**src/rtl/lbp3_pkg.sv**
```systemverilog
// Shared types, constants and register codes for the 3x3 LBP stream core.
package lbp3_pkg;

    // Default geometry limits
    localparam int DEF_MAX_WIDTH  = 1024;
    localparam int DEF_PIXEL_BITS = 8;

    // Configuration registers
    localparam int COLS_W     = 11;
    localparam int ROWS_W     = 12;
    localparam int CFG_DATA_W = 12;
    localparam int CFG_IDX_W  = 1;

    localparam logic [CFG_IDX_W-1:0] REG_FRAME_COLS = 1'd0;
    localparam logic [CFG_IDX_W-1:0] REG_FRAME_ROWS = 1'd1;

    localparam logic [COLS_W-1:0] COLS_RESET = 11'd640;
    localparam logic [ROWS_W-1:0] ROWS_RESET = 12'd480;

    // Result item
    localparam int PATTERN_W = 8;

    typedef struct packed {
        logic                 frame_last;
        logic [PATTERN_W-1:0] pattern;
    } t_code;

endpackage

```
**src/rtl/lbp3_window.sv**
```systemverilog
// 3x3 neighborhood registers and LBP code compare.
module lbp3_window import lbp3_pkg::*; #(
    parameter int PIXEL_BITS = 8
) (
    input  logic                  i_clk,
    input  logic                  i_rst_n,
    input  logic                  i_shift,
    input  logic [PIXEL_BITS-1:0] i_top,
    input  logic [PIXEL_BITS-1:0] i_mid,
    input  logic [PIXEL_BITS-1:0] i_bot,
    output logic [PATTERN_W-1:0]  o_pattern
);

    // Two held columns, row 0 top .. row 2 bottom; the new column arrives on the inputs
    logic [PIXEL_BITS-1:0] r_c1 [3];
    logic [PIXEL_BITS-1:0] r_c2 [3];

    always_ff @(posedge i_clk) begin
        if (!i_rst_n) begin
            for (int r = 0; r < 3; r++) begin
                r_c1[r] <= '0;
                r_c2[r] <= '0;
            end
        end else if (i_shift) begin
            for (int r = 0; r < 3; r++) begin
                r_c1[r] <= r_c2[r];
            end
            r_c2[0] <= i_top;
            r_c2[1] <= i_mid;
            r_c2[2] <= i_bot;
        end
    end

    // At a shift: left = r_c1, center = r_c2, right = inputs
    logic [PIXEL_BITS-1:0] ctr;
    assign ctr = r_c2[1];

    always_comb begin
        o_pattern[7] = (r_c1[0] >= ctr);
        o_pattern[6] = (r_c2[0] >= ctr);
        o_pattern[5] = (i_top   >= ctr);
        o_pattern[4] = (i_mid   >= ctr);
        o_pattern[3] = (i_bot   >= ctr);
        o_pattern[2] = (r_c2[2] >= ctr);
        o_pattern[1] = (r_c1[2] >= ctr);
        o_pattern[0] = (r_c1[1] >= ctr);
    end

endmodule

```
**config.mk**
```make
export PLATFORM = sky130hd
export DESIGN_NAME = lbp3_window
export DESIGN_NICKNAME = d
export VERILOG_FILES = /design/src/rtl/lbp3_pkg.sv /design/src/rtl/lbp3_window.sv
export SDC_FILE = /design/constraint.sdc
export NUM_CORES = 1
export LEC_CHECK = 0
export BUFFER_PORTS_ARGS = -buffer_cell sky130_fd_sc_hd__clkbuf_2
export CAP_MARGIN = 20
export CORE_MARGIN = 1.5
export CORE_UTILIZATION = 59
export DETAILED_ROUTE_END_ITERATION = 8
export MAX_ROUTING_LAYER = met4
export PLACE_DENSITY = 0.78
export SLEW_MARGIN = 10
export SYNTH_ARGS = -nofsm -noshare
export SYNTH_HDL_FRONTEND = slang
export SYNTH_SLANG_ARGS = --single-unit
```
**constraint.sdc**
```tcl
create_clock -name i_clk -period 4.8 [get_ports i_clk]
set_input_delay 1.44 -clock i_clk [delete_from_list [all_inputs] [get_ports i_clk]]
set_output_delay 1.44 -clock i_clk [all_outputs]
set_load 0.05 [all_outputs]
```
Word level (Yosys, flattened, before mapping)
Memory sizes are Yosys's and may differ from the RTL's.
Index checks and enable logic that the tools add are counted.
W data, S select, Z words.
{"block": "totals", "register_bits": 0, "latch_bits": 0, "mem_bits_rw": 48, "romBits": 0, "in_bits": 27, "out_inout_bits": 8, "elab_cells": 26, "memories": 2}
{"memory": "r_c1", "words": 3, "word_bits": 8, "read_ports": 3, "rd_ports_with_merged_regs": 0, "wr": 3, "line_no": "lbp3_window.sv:15", "text": "logic [PIXEL_BITS-1:0] r_c1 [3];"}
{"memory": "r_c2", "words": 3, "word_bits": 8, "read_ports": 3, "rd_ports_with_merged_regs": 0, "wr": 3, "line_no": "lbp3_window.sv:16", "text": "logic [PIXEL_BITS-1:0] r_c2 [3];"}
{"block": "classes", "add_sub_neg": 0, "n_mul": 0, "div_mod_pow": 0, "magnitude_cmp": 8, "n_eq_ne": 0, "shifts": 0, "n_mux": 10, "bitwise": 6, "n_reduce_logical": 0}
{"op": "$ge A8 B8 Y1", "n": 8}
{"op": "$mux W8", "n": 6}
{"op": "$or A1 B1 Y1", "n": 6}
{"op": "$mux W1", "n": 4}

Logic depth before layout (Yosys ltp)
Gate-level depths: netlist (run 1).
{"block": "depth", "word_depth": 4, "depth_mapped": 5, "ltp_nobuf": 5}

Worst setup path before layout (run 1)
No wires, ideal clock.
{"block": "synth_path", "path_kind": "in2out", "from": "input i_mid[7]", "to": "output o_pattern[4]", "arrival_ps": 2693, "t_required_ps": 3360, "setup_slack_ps": 667, "stages": 4, "n_path_buf": 0, "cell_sequence": "ha_1 -> and3_2 -> nand3_1 -> o21ai_1"}
{"block": "synth_via", "elab_chain_len": 1}
{"element": "from (decl)", "line_no": "lbp3_window.sv:9", "text": "input logic [PIXEL_BITS-1:0] i_mid,"}
{"element": "$ge A8 B8 Y1", "line_no": "lbp3_window.sv:42", "text": "o_pattern[4] = (i_mid >= ctr);"}
{"element": "to (decl)", "line_no": "lbp3_window.sv:11", "text": "output logic [PATTERN_W-1:0] o_pattern"}
Every way passes these cells.

Worst setup path after layout (run 1)
{"block": "layout_path", "from": "input i_mid[6]", "to": "output o_pattern[4]"}
The elaborated chain is that of the path after synthesis.

==> flow_summary.toml, run 1 <==
[status]
status = "complete, no violations"

[synth]
synthSimpleGateAreaFrac = 0.1425
synth_cell_types = 13
syn_inst = 258
syn_nets = 349
syn_area_um2 = 3197
ys_ff_latch = 48
yosysSeqAreaShare = 0.4509
syn_avg_cell_area_um2 = 12.39
synth_xor_area_frac = 0
muxShareOfSynthArea = 0
synth_compound_area_frac = 0.1221
synth_top_family_by_area = "adder cells"
synth_fa_ha_area_frac = 0.2505
yosys_warnings = 0

[routing]
ant_nets = 0
first_pass_iters = 4
viasPerCell = 5.673
num_vias = 2031
drt-total-wl_mm = 5.547
wire_per_inst_um = 15.49
first_iter_violations = 59
route.detailed.drc = 0

[layout]
most-common-layout-cells = "ha_1, and3_1, edfxtp_1"
fill_cells = 385
areaGrowthSynthToFinish_pct = 9.511
nets = 381
ff_latch_area_um2 = 1441
antenna_cells = 0
drive_gt1_frac = 0.1944
multi_input_area_um2 = 1649
design_area_um2 = 3501
layout_commonest_cell = "ha_1"
utilization = 0.6768

[floorplan]
rows = 26
die_y_um = 76.61
start_util = 0.6180
die_x_um = 76.61
core_area_um2 = 5172
die_area_um2 = 5869
io_pins = 35

[timing]
period_share = 0.8444
maxSlewViolCount = 0
fin_tns_setup_ps = 0
report.final.setup_viol = 0
rsz0062_at_grt = "false"
slew_headroom = 0.5260
fin_hold_ws_ps = 580.7
worst_clock_skew_ps = 5.121
min_period_ps = 4053
fmax_ghz = 0.2467
hold_violations = 0
tightest_slew_ps = 711.1

[power_and_ir_drop]
total_leakage_power_uw = 0.001838
peakVddDrop_v = 0.0001672
power_density_nw_per_um2 = 282.7

[clock_network]
cts.sinks = 48
h-tree-depth = 2
cts_tree = "yes"
cts_buffer_depth = 2
clk_latency_ps = 280
cts_buffers = 5
ctsResizeCount = 0
cts_root_buf = "clkbuf_8"
cts_hold_buffers = 0
post_cts_buffers = 0
clk_pin_slew_ps = 70

[worst_setup_path]
end_kind = "output port"
critical_path_arrival_ps = 2610
start_kind = "primary input"
worst-path-max-fanout = 2
crit_buf_inv = 2
crit_required_ps = 3360
crit_chain = "clkbuf_2, ha_1, a21o_1, a221oi_2, o21ai_1, clkbuf_2"
cp_top_family = "compound AO/OA/AOI/OAI gates"
crit_type = "primary input to output port"
crit_path_max_incr_delay_ps = 300
path_common_cell = "clkbuf_2"
cp_slowest_cell = "ha_1"

[global_routing]
first_global_vias = 1991
grt_pass1_wl_mm = 9.183
grt_max_degree = 50
grtUsageTotal = 0.2079
antenna_found_initial = 0
grt_overflow = 0

[placement]
place_hpwl_mm = 3.998
place.port_buffers = 34
place_congestion = 0.7548
placed_area_um2 = 3405

[min_path]
hold_class = "flip-flop to flip-flop"

[flow_run]
max_cap_violations = 0
-- power breakdown --
part	switching, uW	internal, uW	total [uW]
sequential	15.6	495	511
clock	106	93.7	200
combinational	169	110	279
total	291	699	990
-- path summary, 6_finish.rpt --
path                                           startpoint                        end  slack [ps]  depth (start not counted)
worst min-delay path            r_c2[0][15]$_SDFFCE_PN0P_  r_c1[0][15]$_SDFFCE_PN0P_         580                          1
worst min register to register  r_c2[0][15]$_SDFFCE_PN0P_  r_c1[0][15]$_SDFFCE_PN0P_         580                          1
worst max register to register   r_c2[0][8]$_SDFFCE_PN0P_   r_c1[0][8]$_SDFFCE_PN0P_        3650                          1
worst max-delay path                             i_mid[6]               o_pattern[4]         750                          6
-- logic make-up (layout without fill, tap and decap cells) --
family          Yosys count  in the layout
buf+inv                  25             55
fa+ha+maj                64             64
flops                    48             48
compound gates           48             48
simple gates             73             73
-- metal layers --
metal  wire [um]  GRT usage
met4          91    0.07037
met1        2721     0.2665
met5           0          -
met2        2547     0.3411
met3         186    0.02874
-- synthesized netlist by cell type --
cell | count | share of area
o21ai_1 | 8 | 0.013
and3_2 | 7 | 0.016
buf_4 | 4 | 0.0094
a21o_1 | 24 | 0.056
nand2b_1 | 9 | 0.018
edfxtp_1 | 48 | 0.45
a31oi_1 | 8 | 0.016
clkbuf_1 | 6 | 0.0070
and3_1 | 49 | 0.096
nand3_1 | 8 | 0.013
ha_1 | 64 | 0.25
a221oi_2 | 8 | 0.038
inv_1 | 15 | 0.018
-- area by class of cell --
type,count,area share
multi-input cells,185,0.4710
well taps,70,0.02502
inverters,15,0.01608
flip-flops and latches,48,0.4117
clock buffers,5,0.01966
repair buffers,35,0.05647
-- per-stage QoR --
stage | std cells | total power, uW | setup slack, ps
3_5_place_dp | 352 | 797.5 | 755.1
6_report | 358 | 989.7 | 747.0
5_1_grt | 358 | 1046 | 671.6
3_3_place_gp | 352 | 783.7 | 785.3
2_1_floorplan | 258 | 724.9 | 667.2
4_1_cts | 357 | 995.0 | 748.7
-- flip-flops by register name, indices dropped and copies added, names as in the netlist --
name	cells
r_c1	24
r_c2	24
Note: power is estimated with default switching activity, not from simulation.
==> inputs of run 2 (changes only) <==
==> constraint.sdc (replaced) <==
create_clock -name i_clk -period 3.98 [get_ports i_clk]
set_input_delay 1.194 -clock i_clk [delete_from_list [all_inputs] [get_ports i_clk]]
set_output_delay 1.194 -clock i_clk [all_outputs]
set_load 0.05 [all_outputs]
==> run 2 against run 1 <==
Critical path depth unchanged. Cell count increased by 1.1%. Power increased by 22%. Utilization increased by 0.22 points. Via count increased by 0.89%. Count of clock-buffer cells in the layout increased by 2. Routed wire length decreased by 3.6%. Sequential share of layout area decreased by 0.13 points. Worst hold slack improved by 5.5 ps. First-iteration DRC count increased by 36%. Register-to-register slack got worse by 810 ps. Clock power increased by 28%. Critical endpoint unchanged.
==> flow_summary.toml, run 2 (synthesis gave the netlist of run 1 again) <==
[status]
status = "complete, no violations"

[worst_setup_path]
crit_path_max_incr_delay_ps = 320
cp_slowest_cell = "ha_1"
critical_path_arrival_ps = 2370
crit_type = "primary input to output port"
crit_chain = "clkbuf_2, ha_1, and3_2, a221oi_2, o21ai_1, clkbuf_2"
worst-path-max-fanout = 2
path_common_cell = "clkbuf_2"
start_kind = "primary input"
crit_required_ps = 2790
rr_worst_depth = 1
end_kind = "output port"
crit_buf_inv = 2
path_depth = 6
cp_top_family = "buffers and inverters"

[power_and_ir_drop]
power_density_nw_per_um2 = 342.7
peakVddDrop_v = 0.0002242
total_leakage_power_uw = 0.001843

[layout]
areaGrowthSynthToFinish_pct = 9.863
drive_gt1_frac = 0.1952
top_regs = "r_c1 (24), r_c2 (24)"
most-common-layout-cells = "ha_1, and3_1, edfxtp_1"
antenna_cells = 0
layout_commonest_cell = "ha_1"
nets = 382

[routing]
first_iter_violations = 80
drt-total-wl_mm = 5.347
wire_per_inst_um = 14.77
route.detailed.drc = 0
ant_nets = 0
num_vias = 2049
viasPerCell = 5.660
first_pass_iters = 4

[timing]
report.final.setup_viol = 0
setup_slack_ps = 417.6
worst_clock_skew_ps = 2.854
tightest_slew_ps = 720.8
fin_tns_setup_ps = 0
rsz0062_at_grt = "false"
hold_violations = 0
maxSlewViolCount = 0
fmax_ghz = 0.2807
min_period_ps = 3562
period_share = 0.8951
slew_headroom = 0.5195

[clock_network]
cts_tree = "yes"
clk_latency_ps = 290
post_cts_buffers = 0
ctsResizeCount = 0
cts_root_buf = "clkbuf_8"
h-tree-depth = 2
cts.sinks = 48
cts_hold_buffers = 0
clk_pin_slew_ps = 70
cts_buffers = 5
cts_buffer_depth = 2

[floorplan]
die_x_um = 76.61
die_y_um = 76.61
start_util = 0.6180
die_area_um2 = 5869
core_area_um2 = 5172
io_pins = 35
rows = 26

[placement]
place.port_buffers = 34
pre_cts_ws_ps = 425.2
place_hpwl_mm = 3.897
place_congestion = 0.7638

[min_path]
hold_class = "flip-flop to flip-flop"
min_path_cells = 1

[global_routing]
grt_pass1_wl_mm = 9.177
grt_overflow = 0
antenna_found_initial = 0
grtUsageTotal = 0.2101
grt_max_degree = 50
first_global_vias = 1992

[flow_run]
max_cap_violations = 0
[run 2: changes by cell type in the layout (fill, tap and decap cells not counted), sizes merged]
cell | before | now
clkbuf | 39 | 41
buf | 1 | 2
clkinv | 0 | 1
[run 2: area by class of cell]
cell class	count	area, um2
Timing Repair Buffer	36	197.7
Tap cell	70	87.58
Sequential cell	48	1441
Inverter	15	56.30
Multi-Input combinational cell	185	1649
Clock buffer	7	76.32
Clock inverter	1	3.754
Fill cell	403	1660
[run 2: metal layers]
layer | track usage | routed length, um | vias to the layer above
li1 | - | - | 1068
met1 | 0.2734 | 2706 | 936
met2 | 0.3464 | 2387 | 40
met3 | 0.02275 | 171 | 5
met4 | 0.06852 | 82 | 0
met5 | - | 0 | -
[run 2: final timing paths]
kind	startpoint	to	slack, ps
worst max-delay path	i_mid[7]	o_pattern[4]	420
worst min-delay path	r_c2[0][0]$_SDFFCE_PN0P_	r_c1[0][0]$_SDFFCE_PN0P_	590
worst max register to register	r_c2[0][8]$_SDFFCE_PN0P_	r_c1[0][8]$_SDFFCE_PN0P_	2840
worst min register to register	r_c2[0][0]$_SDFFCE_PN0P_	r_c1[0][0]$_SDFFCE_PN0P_	590
[run 2: stage by stage]
step / instances / hold slack (ps) / util / total power, uW / cell area (um2)
finish: 362 / 586.2 / 0.6790 / 1203 / 3512
detailed placement: 354 / 571.9 / 0.6635 / 960.5 / 3432
CTS: 362 / 591.5 / 0.6790 / 1211 / 3512
floorplan: 258 / 547.7 / - / 874.3 / 3197
global placement: 354 / 553.2 / 0.6635 / 947.8 / 3432
global route: 362 / 620.9 / 0.6790 / 1275 / 3512
[run 2: where the power goes]
group	switching, uW	total (uW)	internal [uW]	leakage (uW)
clock network	134	256	122	0.0000399
logic	201	332	131	0.00128
registers	18.5	615	597	0.000524
total	354	1200	850	0.00184
