`src/rtl/lbp3_pkg.sv`:
```
// Shared types, constants and register codes for the 3x3 LBP stream core.
package lbp3_pkg;

    // Default geometry limits
    localparam int DEF_MAX_WIDTH  = 1024;
    localparam int DEF_PIXEL_BITS = 8;

    // Configuration registers
    localparam int COLS_W     = 11;
    localparam int ROWS_W     = 12;
    localparam int CFG_DATA_W = 12;
    localparam int CFG_IDX_W  = 1;

    localparam logic [CFG_IDX_W-1:0] REG_FRAME_COLS = 1'd0;
    localparam logic [CFG_IDX_W-1:0] REG_FRAME_ROWS = 1'd1;

    localparam logic [COLS_W-1:0] COLS_RESET = 11'd640;
    localparam logic [ROWS_W-1:0] ROWS_RESET = 12'd480;

    // Result item
    localparam int PATTERN_W = 8;

    typedef struct packed {
        logic                 frame_last;
        logic [PATTERN_W-1:0] pattern;
    } t_code;

endpackage

```
`src/rtl/lbp3_out_fifo.sv`:
```
// Two-entry output queue that decouples the pipeline from the result consumer.
module lbp3_out_fifo import lbp3_pkg::*; (
    input  logic  i_clk,
    input  logic  i_rst_n,
    input  logic  i_push,
    input  t_code i_data,
    output logic  o_room,
    output logic  o_valid,
    input  logic  i_ready,
    output t_code o_data
);

    t_code      r_buf [2];
    logic       r_wptr;
    logic       r_rptr;
    logic [1:0] r_cnt;
    logic       pop;

    assign pop     = o_valid && i_ready;
    assign o_valid = (r_cnt != 2'd0);
    // A push is safe unless both entries are held and none leaves this cycle
    assign o_room  = (r_cnt != 2'd2) || i_ready;
    assign o_data  = r_buf[r_rptr];

    always_ff @(posedge i_clk) begin
        if (i_push) begin
            r_buf[r_wptr] <= i_data;
        end
    end

    // Pointers and fill count
    always_ff @(posedge i_clk) begin
        if (!i_rst_n) begin
            r_wptr <= 1'b0;
            r_rptr <= 1'b0;
            r_cnt  <= 2'd0;
        end else begin
            if (i_push) begin
                r_wptr <= ~r_wptr;
            end
            if (pop) begin
                r_rptr <= ~r_rptr;
            end
            case ({i_push, pop})
                2'b10:   r_cnt <= r_cnt + 2'd1;
                2'b01:   r_cnt <= r_cnt - 2'd1;
                default: r_cnt <= r_cnt;
            endcase
        end
    end

endmodule

```
`config.mk`:
```
export PLATFORM = sky130hd
export DESIGN_NAME = lbp3_out_fifo
export DESIGN_NICKNAME = d
export VERILOG_FILES = /design/src/rtl/lbp3_pkg.sv /design/src/rtl/lbp3_out_fifo.sv
export SDC_FILE = /design/constraint.sdc
export NUM_CORES = 1
export LEC_CHECK = 0
export ABC_AREA = 0
export BUFFER_PORTS_ARGS = -buffer_cell sky130_fd_sc_hd__clkbuf_2
export CORE_MARGIN = 8
export CORE_UTILIZATION = 49
export DETAILED_ROUTE_END_ITERATION = 8
export PLACE_DENSITY = 0.74
export SLEW_MARGIN = 20
export SYNTH_ARGS = -nofsm -noshare
export SYNTH_HDL_FRONTEND = slang
export SYNTH_SLANG_ARGS = --single-unit
```
`constraint.sdc`:
```
create_clock -name i_clk -period 1.81 [get_ports i_clk]
set_clock_uncertainty 0.2 [all_clocks]
set_input_delay 0.362 -clock i_clk [delete_from_list [all_inputs] [get_ports i_clk]]
set_output_delay 0.362 -clock i_clk [all_outputs]
set_load 0.02 [all_outputs]
```
# Word-level counts from Yosys, hierarchy flattened
# Memories as Yosys holds them, arrays and structs flattened. A register that Yosys moved wholly into a read port is not among the register bits.
# Cells that the tools add are included.
word_totals:
  register_bits: 4
  word_cells: 20
  n_memories: 1
  input_bits: 13
  ram_bits: 18
  out_inout_bits: 11
op_classes:
  bitwise_logic: 2
  addsub: 2
  n_eq_ne: 3
  mux: 5
  reduce_logical: 4
memory_table:
  columns: ["memory", "words", "width", "read_ports", "rd_clocked_by_memory_dff", "wr", "line", "text"]
  rows:
  - ["r_buf", 2, 9, 1, 1, 1, "lbp3_out_fifo.sv:13", "t_code r_buf [2];"]
op_table:
  columns: ["op", "count"]
  rows:
  - ["$mux 1", 4]
  - ["$pmux 2 s2", 1]
  - ["$reduce_bool 2->1", 2]
  - ["$add 2x1->2 const B", 1]
  - ["$eq 2x1->1 const B", 1]
  - ["$eq 2x2->1 const B", 1]
  - ["$ne 2x2->1 const B", 1]
  - ["$not 1->1", 2]
  - ["$sub 2x1->2 const B", 1]
  - ["$logic_and 1x1->1", 1]
  - ["$logic_or 1x1->1", 1]

# Longest topological paths before layout
# Gate-level depths: netlist of the first run.
depth:
  ltp_word: 4
  mapped_depth: 5
  ltp_nobuf: 5

# Least setup slack after synthesis of the first run
# Ideal clock, no wire load.
synth_path:
  kind: "register to register"
  start: "register r_cnt[0]"
  end: "register r_cnt[1]"
  slack_ns: 0.253
  period_less_slack_ns: 1.557
  setup_ns: 0.070
  path_stages_with_launch: 5
  t_arrival_ns: 1.287
  required_time_ns: 1.540
  path_buffers: 0
  cell_sequence: "dfxtp_1 o21a_1 ha_1 or3_1 a21boi_1"
synth_between:
  elab_chain_cells: 4
  elab_cells_between_ends: 8
  cone_classes: "2 x add/sub; 2 x eq/ne; 1 x mux; 3 x reduce/logical"
synth_lines:
  columns: ["element", "line", "text"]
  rows:
  - ["from (decl)", "lbp3_out_fifo.sv:16", "logic [1:0] r_cnt;"]
  - ["from (signal assigned)", "lbp3_out_fifo.sv:45", "2'b10: r_cnt <= r_cnt + 2'd1;"]
  - ["from (signal assigned)", "lbp3_out_fifo.sv:46", "2'b01: r_cnt <= r_cnt - 2'd1;"]
  - ["from (signal assigned)", "lbp3_out_fifo.sv:47", "default: r_cnt <= r_cnt;"]
  - ["$reduce_bool 2->1 (*)", "lbp3_out_fifo.sv:20", "assign o_valid = (r_cnt != 2'd0);"]
  - ["$logic_and 1x1->1 (*)", "lbp3_out_fifo.sv:19", "assign pop = o_valid && i_ready;"]
  - ["net pop", "lbp3_out_fifo.sv:17", "logic pop;"]
  - ["$eq 2x1->1 / $eq 2x2->1 (equally long branches)", "lbp3_out_fifo.sv:44", "case ({i_push, pop})"]
  - ["$pmux 2 s2 / $reduce_bool 2->1 (equally long branches)", null, null]
# The timed path passes the listed nets; every way through them passes the cells marked *.
# A chain may end at the register's enable or synchronous reset.

==> reports/metrics.cfg, run 1 <==
[detailed_routing]
drc = 0
detail_route.wl_per_cell_um = 13.8
antenna_left = 0
drtPass1Iterations = 4
post_detailed_route_via_to_cell_ratio = 4.74
overall_via_count_from_detail_route = 507
detailedRoute.firstIterationViolations = 8
finalWirelength_um = 1480

[synthesis]
yosys_warnings = 0
asyncSetResetFlopFracSynth = 0
most_used_standard_cell_by_instance_count_after_synthesis = edfxtp_1
ys_top_cells_by_area = edfxtp_1 (62%), mux2_2 (12%), dfxtp_1 (11%)
synthesis.area_per_instance_um2 = 16.8
post_synth_instance_area_um2 = 872
postSynthRegisterBits = 23
netlist.top_cell.by_area = edfxtp_1
synth_top_cell_area_share = 0.620
ys_seq_area_frac = 0.735
dominantRegCellSynth = edfxtp_1
synth.lib_cells_used.distinct = 16
synthesized_netlist_net_count = 66
synth_enable_flop_cells = 18
top_cells_by_instance_count_after_synthesis = edfxtp_1 (18), mux2_2 (9), dfxtp_1 (5)
synth_cells = 52

[worst_setup_path]
critical_path.slowest_cell = dfxtp_2
cp.buffers_inverters = 2
endpoint_kind = primary output
critical_path_class = flip-flop to primary output
crit_path_max_fanout = 5
path_cells = buf_6 -> mux2_4 -> buf_8
worst_r2r_path_depth = 4
worstPathRequired_ns = 1.25
worst_path_largest_cell_delay_ns = 0.36
setup.worst_path.start_class = flip-flop
critical_path_arrival_ns = 1.24
regToRegEndpoint = r_cnt[1]
timing.rr.start = r_cnt[0]
r2r_slack_ns = 0.17
critical-path-top-delay-family = flip-flops

[final_layout]
share_of_final_layout_standard_cells_stronger_than_drive_strength_1 = 0.512
layout.filler_cells = 113
area.sequential_um2 = 642
area_growth_syn_to_layout_pct = 35.9
multi_input_area_um2 = 249
num-nets-final = 97
antenna-diode-count = 0

[timing]
maxClockFrequency_mhz = 555
setup-violations-final = 0
post-route-min-period_ns = 1.80
final_hold_viol_count = 0
worst_slack_ns = 0.00705
final_max_slew_viol_count = 0
fin_crit_sh = 0.996
rsz0062_at_grt = true
max_slew_margin = 0.702
tightest_slew_ns = 0.447
final.setup.tns_ns = 0

[global_route]
first_pass_grt_wire_length_um = 2210
global_route.overflow_total = 0
initial_antenna_violation_count = 0
grt_usage = 0.0890
pin_count_of_the_biggest_net_entering_global_routing = 14
grt_pass1_vias = 503

[floorplan]
dieArea_mm2 = 0.00339
dieWidth_um = 58.2
die_y_um = 58.2
start_util = 0.511
placeableCoreArea_mm2 = 0.00171
num_rows = 15
num_io_pins = 24

[clocking]
ctsRootBufferMaster = clkbuf_4
cts_buffers = 3
worstSkewPairLatency_ns = 0.30
tritoncts = built
htreeDepth = 1
clock_path_buffers = 2
clk_transition_reported_paths_ns = 0.12
number_of_sinks_on_the_clock_net = 23

[power_and_ir_drop]
combinationalPowerShare = 0.391
power_density_mw_per_mm2 = 1240
power.static_leakage_uw = 0.000476
power.switching_uw = 432
worst_ir_drop_on_vdd_mv = 1.02
seq_power_share = 0.457
power.share.clock = 0.152
power_report.internal_total_uw = 1040
power_switching_share = 0.294

[placed_design]
pre_cts_ws_ns = 0.150
hpwl_detailed_um = 1070
gp_congestion = 0.657
placement.io_buffers = 23

[run]
max_cap_viol_count = 0

[min_path]
worstHoldStart = i_data[6]
worst_hold_path_cells = 1
timing.hold.worst_endpoint = r_buf[1][6]
worst_hold_path_type = input port to flip-flop

[run_status]
run_status = completed

-- cells by family (layout without fill, tap and decap cells) --
| kind of cell | Yosys count | after routing | synth area share |
|---|---|---|---|
| multiplexers | 9 | 9 | 0.116 |
| XOR/XNOR | 3 | 3 | 0.0301 |
| AND/OR/NAND/NOR | 10 | 10 | 0.0631 |
| buffers and inverters | 2 | 32 | 0.0100 |
| adder cells (fa/ha/maj) | 1 | 1 | 0.0143 |
| flip-flops | 23 | 23 | 0.735 |
| AO/OA/AOI/OAI | 4 | 4 | 0.0316 |
-- what timing repair did --
| item | in CTS | in global routing |
|---|---|---|
| endpoints found under the hold margin | 0 | 0 |
| hold buffers | 0 | 0 |
| setup endpoints to repair | 9 | 9 |
| gates resized for setup | 21 | 16 |
| cloned | 0 | 0 |
| buffers inserted | 0 | 0 |
| pin swaps | 0 | 0 |
-- area by class of cell --
| type | instances | area share |
|---|---|---|
| Clock buffer | 3 | 0.0190 |
| Clock inverter | 1 | 0.00422 |
| Inverter | 1 | 0.00317 |
| Multi-Input combinational cell | 27 | 0.210 |
| Sequential cell | 23 | 0.542 |
| Tap cell | 25 | 0.0264 |
| Timing Repair Buffer | 27 | 0.195 |
-- state kept, by name (all words and copies together), names as in the netlist, named ones only --
name	count
r_rptr	1
r_buf	18
r_cnt	2
r_wptr	1
-- stage by stage --
stage	total power (uW)	hold WS (ns)	utilization	instance area, um^2	instances
after floorplan	974	0.261	-	872	52
after global placement	1100	0.299	0.611	1040	103
after detailed placement	1110	0.314	0.611	1040	103
after CTS	1440	0.0290	0.676	1150	107
after global routing	1540	0.0225	0.694	1180	107
final	1470	0.0419	0.694	1180	107
-- worst max path at each step --
| stage | to | slack [ns] | cells past startpoint |
|---|---|---|---|
| finish | o_data[4] | 0.007 | 3 |
| global route | o_data[2] | -0.04 | 3 |
| CTS | o_data[2] | -0.02 | 3 |
| detailed placement | r_cnt[1] | 0.15 | 5 |
| global placement | r_cnt[1] | 0.19 | 5 |
| floorplan | r_cnt[1] | 0.25 | 4 |
-- cell usage in the layout (no fill, tap or decap), drive strengths merged, types with 2 or more instances in the layout --
cell / instances
edfxtp: 18
clkbuf: 17
buf: 13
mux2: 9
dfxtp: 5
xnor2: 3
nor2b: 3
o21a: 2
and2: 2
nor2: 2
-- routing by layer --
metal  global-route usage  vias to the layer above  share of wire
met5                    0                        -              0
met1               0.0859                      243           0.38
met3               0.0309                        2          0.047
met2                0.154                       10           0.56
met4               0.0629                        0         0.0088
li1                     -                      252              -
-- power groups by stage --
stage	Combinational (uW)	Sequential, uW	Clock (uW)
2_1_floorplan	306	668	0
3_3_place_gp	427	676	0
3_5_place_dp	436	678	0
4_1_cts	531	671	235
5_1_grt	610	679	247
6_report	575	672	223
No activity file was read; power rests on OpenSTA's default activity.
==> run 2, diff against run 1 <==
- clock period: 1.81 -> 1.7 ns (I/O delays scaled with it)
==> reports/metrics.cfg, run 2 (synthesis gave the netlist of run 1 again) <==
[run_status]
run_status = finished with violations  ; was completed
violated_checks = setup timing

[clocking]
clock_path_buffers = 2  ; unchanged
post_cts_setup_buffer_count = 0  ; unchanged
htreeDepth = 1  ; unchanged
number_of_sinks_on_the_clock_net = 23  ; unchanged
tritoncts = built  ; unchanged
ctsRootBufferMaster = clkbuf_4  ; unchanged
worstSkewPairLatency_ns = 0.29  ; was 0.30 ns
clk_transition_reported_paths_ns = 0.12  ; about the same
cts_buffers = 3  ; unchanged
cts_hold_buf = 0  ; unchanged

[detailed_routing]
antenna_left = 0  ; unchanged
finalWirelength_um = 1490  ; was 1480 um
post_detailed_route_via_to_cell_ratio = 4.79  ; was 4.74
detailedRoute.firstIterationViolations = 4  ; was 8
drtPass1Iterations = 4  ; unchanged
overall_via_count_from_detail_route = 513  ; was 507
drc = 0  ; unchanged
detail_route.wl_per_cell_um = 13.9  ; was 13.8 um

[final_layout]
commonest_non_fill_non_tap_cell_in_the_layout = edfxtp_1  ; unchanged
share_of_final_layout_standard_cells_stronger_than_drive_strength_1 = 0.549  ; was 0.512
num-nets-final = 97  ; unchanged
regs_by_ff_count = r_buf x18, r_cnt x2  ; unchanged
max_flop_register = r_buf  ; unchanged
antenna-diode-count = 0  ; unchanged
layout.filler_cells = 116  ; was 113
area_growth_syn_to_layout_pct = 40.7  ; was 35.9%
mostFrequentLayoutCells = edfxtp_1 (18), clkbuf_2 (13), mux2_4 (9), buf_8 (9)  ; was edfxtp_1 (18), clkbuf_2 (14), mux2_4 (7), buf_8 (6), buf_6 (5)
area.sequential_um2 = 644  ; was 642 um^2
largest_register_ffs = 18  ; unchanged
stdcell_count = 107  ; unchanged
multi_input_area_um2 = 269  ; was 249 um^2

[worst_setup_path]
crit_path_max_fanout = 5  ; unchanged
path_cells = buf_6 -> mux2_4 -> buf_8  ; unchanged
endpoint_kind = primary output  ; unchanged
setup.worst_path.start_class = flip-flop  ; unchanged
critical_path.slowest_cell = dfxtp_2  ; unchanged
critical_path_class = flip-flop to primary output  ; unchanged
worstPathRequired_ns = 1.16  ; was 1.25 ns
critical_path_arrival_ns = 1.24  ; about the same
critical-path-top-delay-family = flip-flops  ; unchanged
cp.buffers_inverters = 2  ; unchanged
worst_path_largest_cell_delay_ns = 0.36  ; about the same

[timing]
final_hold_viol_count = 0  ; unchanged
final.setup.tns_ns = -0.571  ; was 0 ns
rsz0062_at_grt = true  ; unchanged
post-route-min-period_ns = 1.78
maxClockFrequency_mhz = 561
max_slew_margin = 0.709  ; was 0.702
final_max_slew_viol_count = 0  ; unchanged
setup-violations-final = 9  ; was 0
tightest_slew_ns = 0.436  ; was 0.447 ns
fin_crit_sh = 1.05
worst_slack_ns = -0.0838  ; was 0.00705 ns

[placed_design]
dp_cells = 104  ; was 103
placement.io_buffers = 23  ; unchanged
gp_congestion = 0.637  ; was 0.657
hpwl_detailed_um = 1010  ; was 1070 um

[floorplan]
num_io_pins = 24  ; unchanged
num_rows = 15  ; unchanged
placeableCoreArea_mm2 = 0.00171  ; unchanged
dieWidth_um = 58.2  ; unchanged
die_y_um = 58.2  ; unchanged
start_util = 0.511  ; unchanged
dieArea_mm2 = 0.00339  ; unchanged

[min_path]
worst_hold_path_type = input port to flip-flop  ; unchanged

[global_route]
grt_pass1_vias = 527  ; was 503
grt_usage = 0.0931  ; was 0.0890
first_pass_grt_wire_length_um = 2370  ; was 2210 um
global_route.overflow_total = 0  ; unchanged
initial_antenna_violation_count = 0  ; unchanged
pin_count_of_the_biggest_net_entering_global_routing = 14  ; unchanged

[power_and_ir_drop]
combinationalPowerShare = 0.415  ; was 0.391
seq_power_share = 0.443  ; was 0.457
power_switching_share = 0.287  ; was 0.294
worst_ir_drop_on_vdd_mv = 0.792  ; was 1.02 mV
power.switching_uw = 467  ; was 432 uW
power_report.internal_total_uw = 1160  ; was 1040 uW
power.share.clock = 0.142  ; was 0.152
power.static_leakage_uw = 0.000490  ; was 0.000476 uW
power_density_mw_per_mm2 = 1330  ; was 1240 mW/mm^2

[run]
max_cap_viol_count = 0  ; unchanged

==> run 2: changes by cell type in the layout (fill, tap and decap cells not counted) <==
cell	before	now
clkbuf_8	0	1
dfxtp_2	1	3
mux2_4	7	9
clkbuf_2	14	13
buf_8	6	9
ha_1	1	0
dfxtp_1	4	2
mux2_2	2	0
buf_6	5	2
ha_4	0	1
==> run 2: layer usage <==
layer / wire length (um) / vias to the layer above / GRT usage
met4: 0 / 0 / 0.0315
met1: 573 / 251 / 0.0926
met2: 853 / 12 / 0.177
met3: 60 / 0 / 0.0287
li1: - / 250 / -
met5: 0 / - / 0
==> run 2: path summary, 6_finish.rpt <==
path                       to       from  depth (start not counted)  slack, ns
setup / recovery    o_data[8]  flip-flop                          3      -0.08
setup reg to reg     r_cnt[1]   r_cnt[0]                          5       0.12
hold reg to reg      r_cnt[1]   r_cnt[1]                          2       0.30
hold / removal    r_buf[0][4]  i_data[4]                          1       0.02
==> run 2: stage by stage <==
| stage | worst slack [ns] | util | hold slack, ns | cell area (um^2) | total power (uW) |
|---|---|---|---|---|---|
| after global placement | 0.104 | 0.615 | 0.297 | 1050 | 1190 |
| after detailed placement | 0.0690 | 0.615 | 0.309 | 1050 | 1200 |
| final | -0.0838 | 0.719 | 0.0244 | 1230 | 1630 |
| after global routing | -0.128 | 0.719 | 0.00110 | 1230 | 1710 |
| after CTS | -0.0990 | 0.704 | 0.0184 | 1200 | 1590 |
| after floorplan | 0.143 | - | 0.239 | 872 | 1040 |
==> run 2: repair_timing <==
action                                  in CTS  in global routing
gates resized for setup                     33                 11
endpoints found under the setup margin      10                 10
hold endpoints to repair                     0                  0
==> run 2: area by class of cell <==
cell class              instances  area share
well taps                      25      0.0255
repair buffers                 27       0.205
multi-input cells              27       0.219
clock buffers                   3      0.0183
clock inverters                 1     0.00408
flip-flops and latches         23       0.525
inverters                       1     0.00306
==> run 2: power by group through the flow <==
stage / logic [uW] / clock network [uW] / registers, uW
finish: 676 / 231 / 721
CTS: 632 / 241 / 717
global route: 713 / 264 / 730
floorplan: 326 / 0 / 712
global placement: 480 / 0 / 710
detailed placement: 489 / 0 / 711
==> run 3, diff against run 2 <==
- GPL_ROUTABILITY_DRIVEN: default -> 0
- PLACE_DENSITY: 0.74 -> default
- PLACE_DENSITY_LB_ADDON: default -> 0.2
==> reports/metrics.cfg, run 3 (synthesis gave the netlist of run 1 again) <==
[detailed_routing]
antenna_left = 0  ; unchanged
detail_route.wl_per_cell_um = 15.0  ; was 13.9 um
finalWirelength_um = 1590  ; was 1490 um
drc = 0  ; unchanged
post_detailed_route_via_to_cell_ratio = 4.78  ; was 4.79
drtPass1Iterations = 1  ; was 4
overall_via_count_from_detail_route = 507  ; was 513
detailedRoute.firstIterationViolations = 0  ; was 4

[global_route]
pin_count_of_the_biggest_net_entering_global_routing = 14  ; unchanged
grt_usage = 0.0897  ; was 0.0931
initial_antenna_violation_count = 0  ; unchanged
first_pass_grt_wire_length_um = 2300  ; was 2370 um
global_route.overflow_total = 0  ; unchanged
grt_pass1_vias = 523  ; was 527

[run]
max_cap_viol_count = 0  ; unchanged

[floorplan]
num_io_pins = 24  ; unchanged
num_rows = 15  ; unchanged
dieWidth_um = 58.2  ; unchanged
placeableCoreArea_mm2 = 0.00171  ; unchanged
start_util = 0.511  ; unchanged
dieArea_mm2 = 0.00339  ; unchanged
die_y_um = 58.2  ; unchanged

[clocking]
htreeDepth = 1  ; unchanged
clock_path_buffers = 2  ; unchanged
cts_buffers = 3  ; unchanged
post_cts_setup_buffer_count = 0  ; unchanged
ctsRootBufferMaster = clkbuf_4  ; unchanged
worstSkewPairLatency_ns = 0.30  ; was 0.29 ns
clk_transition_reported_paths_ns = 0.12  ; about the same
number_of_sinks_on_the_clock_net = 23  ; unchanged
tritoncts = built  ; unchanged

[final_layout]
max_flop_register = r_buf  ; unchanged
share_of_final_layout_standard_cells_stronger_than_drive_strength_1 = 0.543  ; was 0.549
area.sequential_um2 = 644  ; unchanged
multi_input_area_um2 = 265  ; was 269 um^2
antenna-diode-count = 0  ; unchanged
mostFrequentLayoutCells = edfxtp_1 (18), clkbuf_2 (14), mux2_4 (8), buf_8 (6), buf_6 (4)  ; was edfxtp_1 (18), clkbuf_2 (13), mux2_4 (9), buf_8 (9)
num-nets-final = 96  ; was 97
largest_register_ffs = 18  ; unchanged
regs_by_ff_count = r_buf x18, r_cnt x2  ; unchanged
finalInstanceArea_mm2 = 0.00119  ; was 0.00123 mm^2
commonest_non_fill_non_tap_cell_in_the_layout = edfxtp_1  ; unchanged
final_core_utilization = 0.698  ; was 0.719
layout.filler_cells = 125  ; was 116
area_growth_syn_to_layout_pct = 36.7  ; was 40.7%

[timing]
final_hold_viol_count = 0  ; unchanged
rsz0062_at_grt = true  ; unchanged
fin_crit_sh = 1.06  ; was 1.05
setup-violations-final = 9  ; unchanged
maxClockFrequency_mhz = 558  ; was 561 MHz
max_slew_margin = 0.709  ; about the same
tightest_slew_ns = 0.437  ; was 0.436 ns
worst_slack_ns = -0.0936  ; was -0.0838 ns
post-route-min-period_ns = 1.79  ; was 1.78 ns
final_max_slew_viol_count = 0  ; unchanged

[worst_setup_path]
regToRegEndpoint = r_cnt[1]  ; unchanged
timing.rr.start = r_cnt[1]  ; was r_cnt[0]
r2r_slack_ns = 0.11  ; was 0.12 ns
critical_path_class = flip-flop to primary output  ; unchanged
worst_r2r_path_depth = 5  ; unchanged
cp-endpoint = o_data[2]  ; was o_data[8]
worstPathRequired_ns = 1.16  ; about the same
setup.worst_path.start_class = flip-flop  ; unchanged
endpoint_kind = primary output  ; unchanged
critical_path_arrival_ns = 1.25  ; was 1.24 ns
crit_path_max_fanout = 3  ; was 5

[min_path]
worst_hold_path_type = input port to flip-flop  ; unchanged

[placed_design]
hpwl_detailed_um = 1070  ; was 1010 um
dpl_cell_area_mm2 = 0.00104  ; was 0.00105 mm^2
placement.io_buffers = 23  ; unchanged

[power_and_ir_drop]
power.static_leakage_uw = 0.000474  ; was 0.000490 uW
power_density_mw_per_mm2 = 1330  ; about the same
worst_ir_drop_on_vdd_mv = 0.888  ; was 0.792 mV
total_power_uw = 1580  ; was 1630 uW

[run_status]
run_status = finished with violations  ; unchanged
violated_checks = setup timing  ; unchanged

-- run 3: repair_timing --
item	in CTS	in global routing
gates resized for setup	20	20
endpoints found under the setup margin	9	10
pin swaps	0	1
endpoints found under the hold margin	0	0
hold buffers	0	0
-- run 3: through the flow --
stage | worst slack (ns) | cells | setup TNS (ns) | hold WS (ns)
floorplan | 0.143 | 52 | 0 | 0.239
global placement | 0.104 | 102 | 0 | 0.301
detailed placement | 0.0438 | 102 | 0 | 0.323
CTS | -0.116 | 106 | -0.936 | 0.0127
global route | -0.149 | 106 | -1.12 | 0.00606
finish | -0.0936 | 106 | -0.640 | 0.0176
-- run 3: cell type report --
class                           instances  share of cell area
Timing Repair Buffer                   26               0.185
Tap cell                               25              0.0262
Sequential cell                        23               0.540
Clock inverter                          1             0.00420
Multi-Input combinational cell         27               0.222
Clock buffer                            3              0.0189
Inverter                                1             0.00315
-- run 3: layer usage --
metal / wire length [um] / track usage / vias to the layer above / part of all wire
met2: 859 / 0.169 / 14 / 0.54
met5: 0 / 0 / - / 0
met4: 0 / 0.0315 / 0 / 0
met3: 67 / 0.0331 / 0 / 0.042
met1: 666 / 0.0868 / 245 / 0.42
li1: - / - / 248 / -
-- run 3: worst min-delay path by stage --
stage | start | endpoint | depth (start not counted)
3_3_place_gp | r_cnt[1] | r_cnt[1] | 2
6_report | i_data[2] | r_buf[0][2] | 1
5_1_grt | i_data[2] | r_buf[1][2] | 1
2_1_floorplan | i_data[0] | r_buf[0][0] | 0
3_5_place_dp | r_cnt[1] | r_cnt[1] | 2
4_1_cts | i_data[0] | r_buf[1][0] | 1
-- run 3: power breakdown --
part / internal [uW] / switching, uW / total, uW
clock: 87.6 / 154 / 241
sequential: 678 / 43.5 / 721
combinational: 349 / 270 / 619
total: 1110 / 468 / 1580
-- run 3: critical path: stages, from the launching register on --
cell	delay, ns
dfxtp_2	0.36
buf_4	0.13
mux2_2	0.34
buf_6	0.13
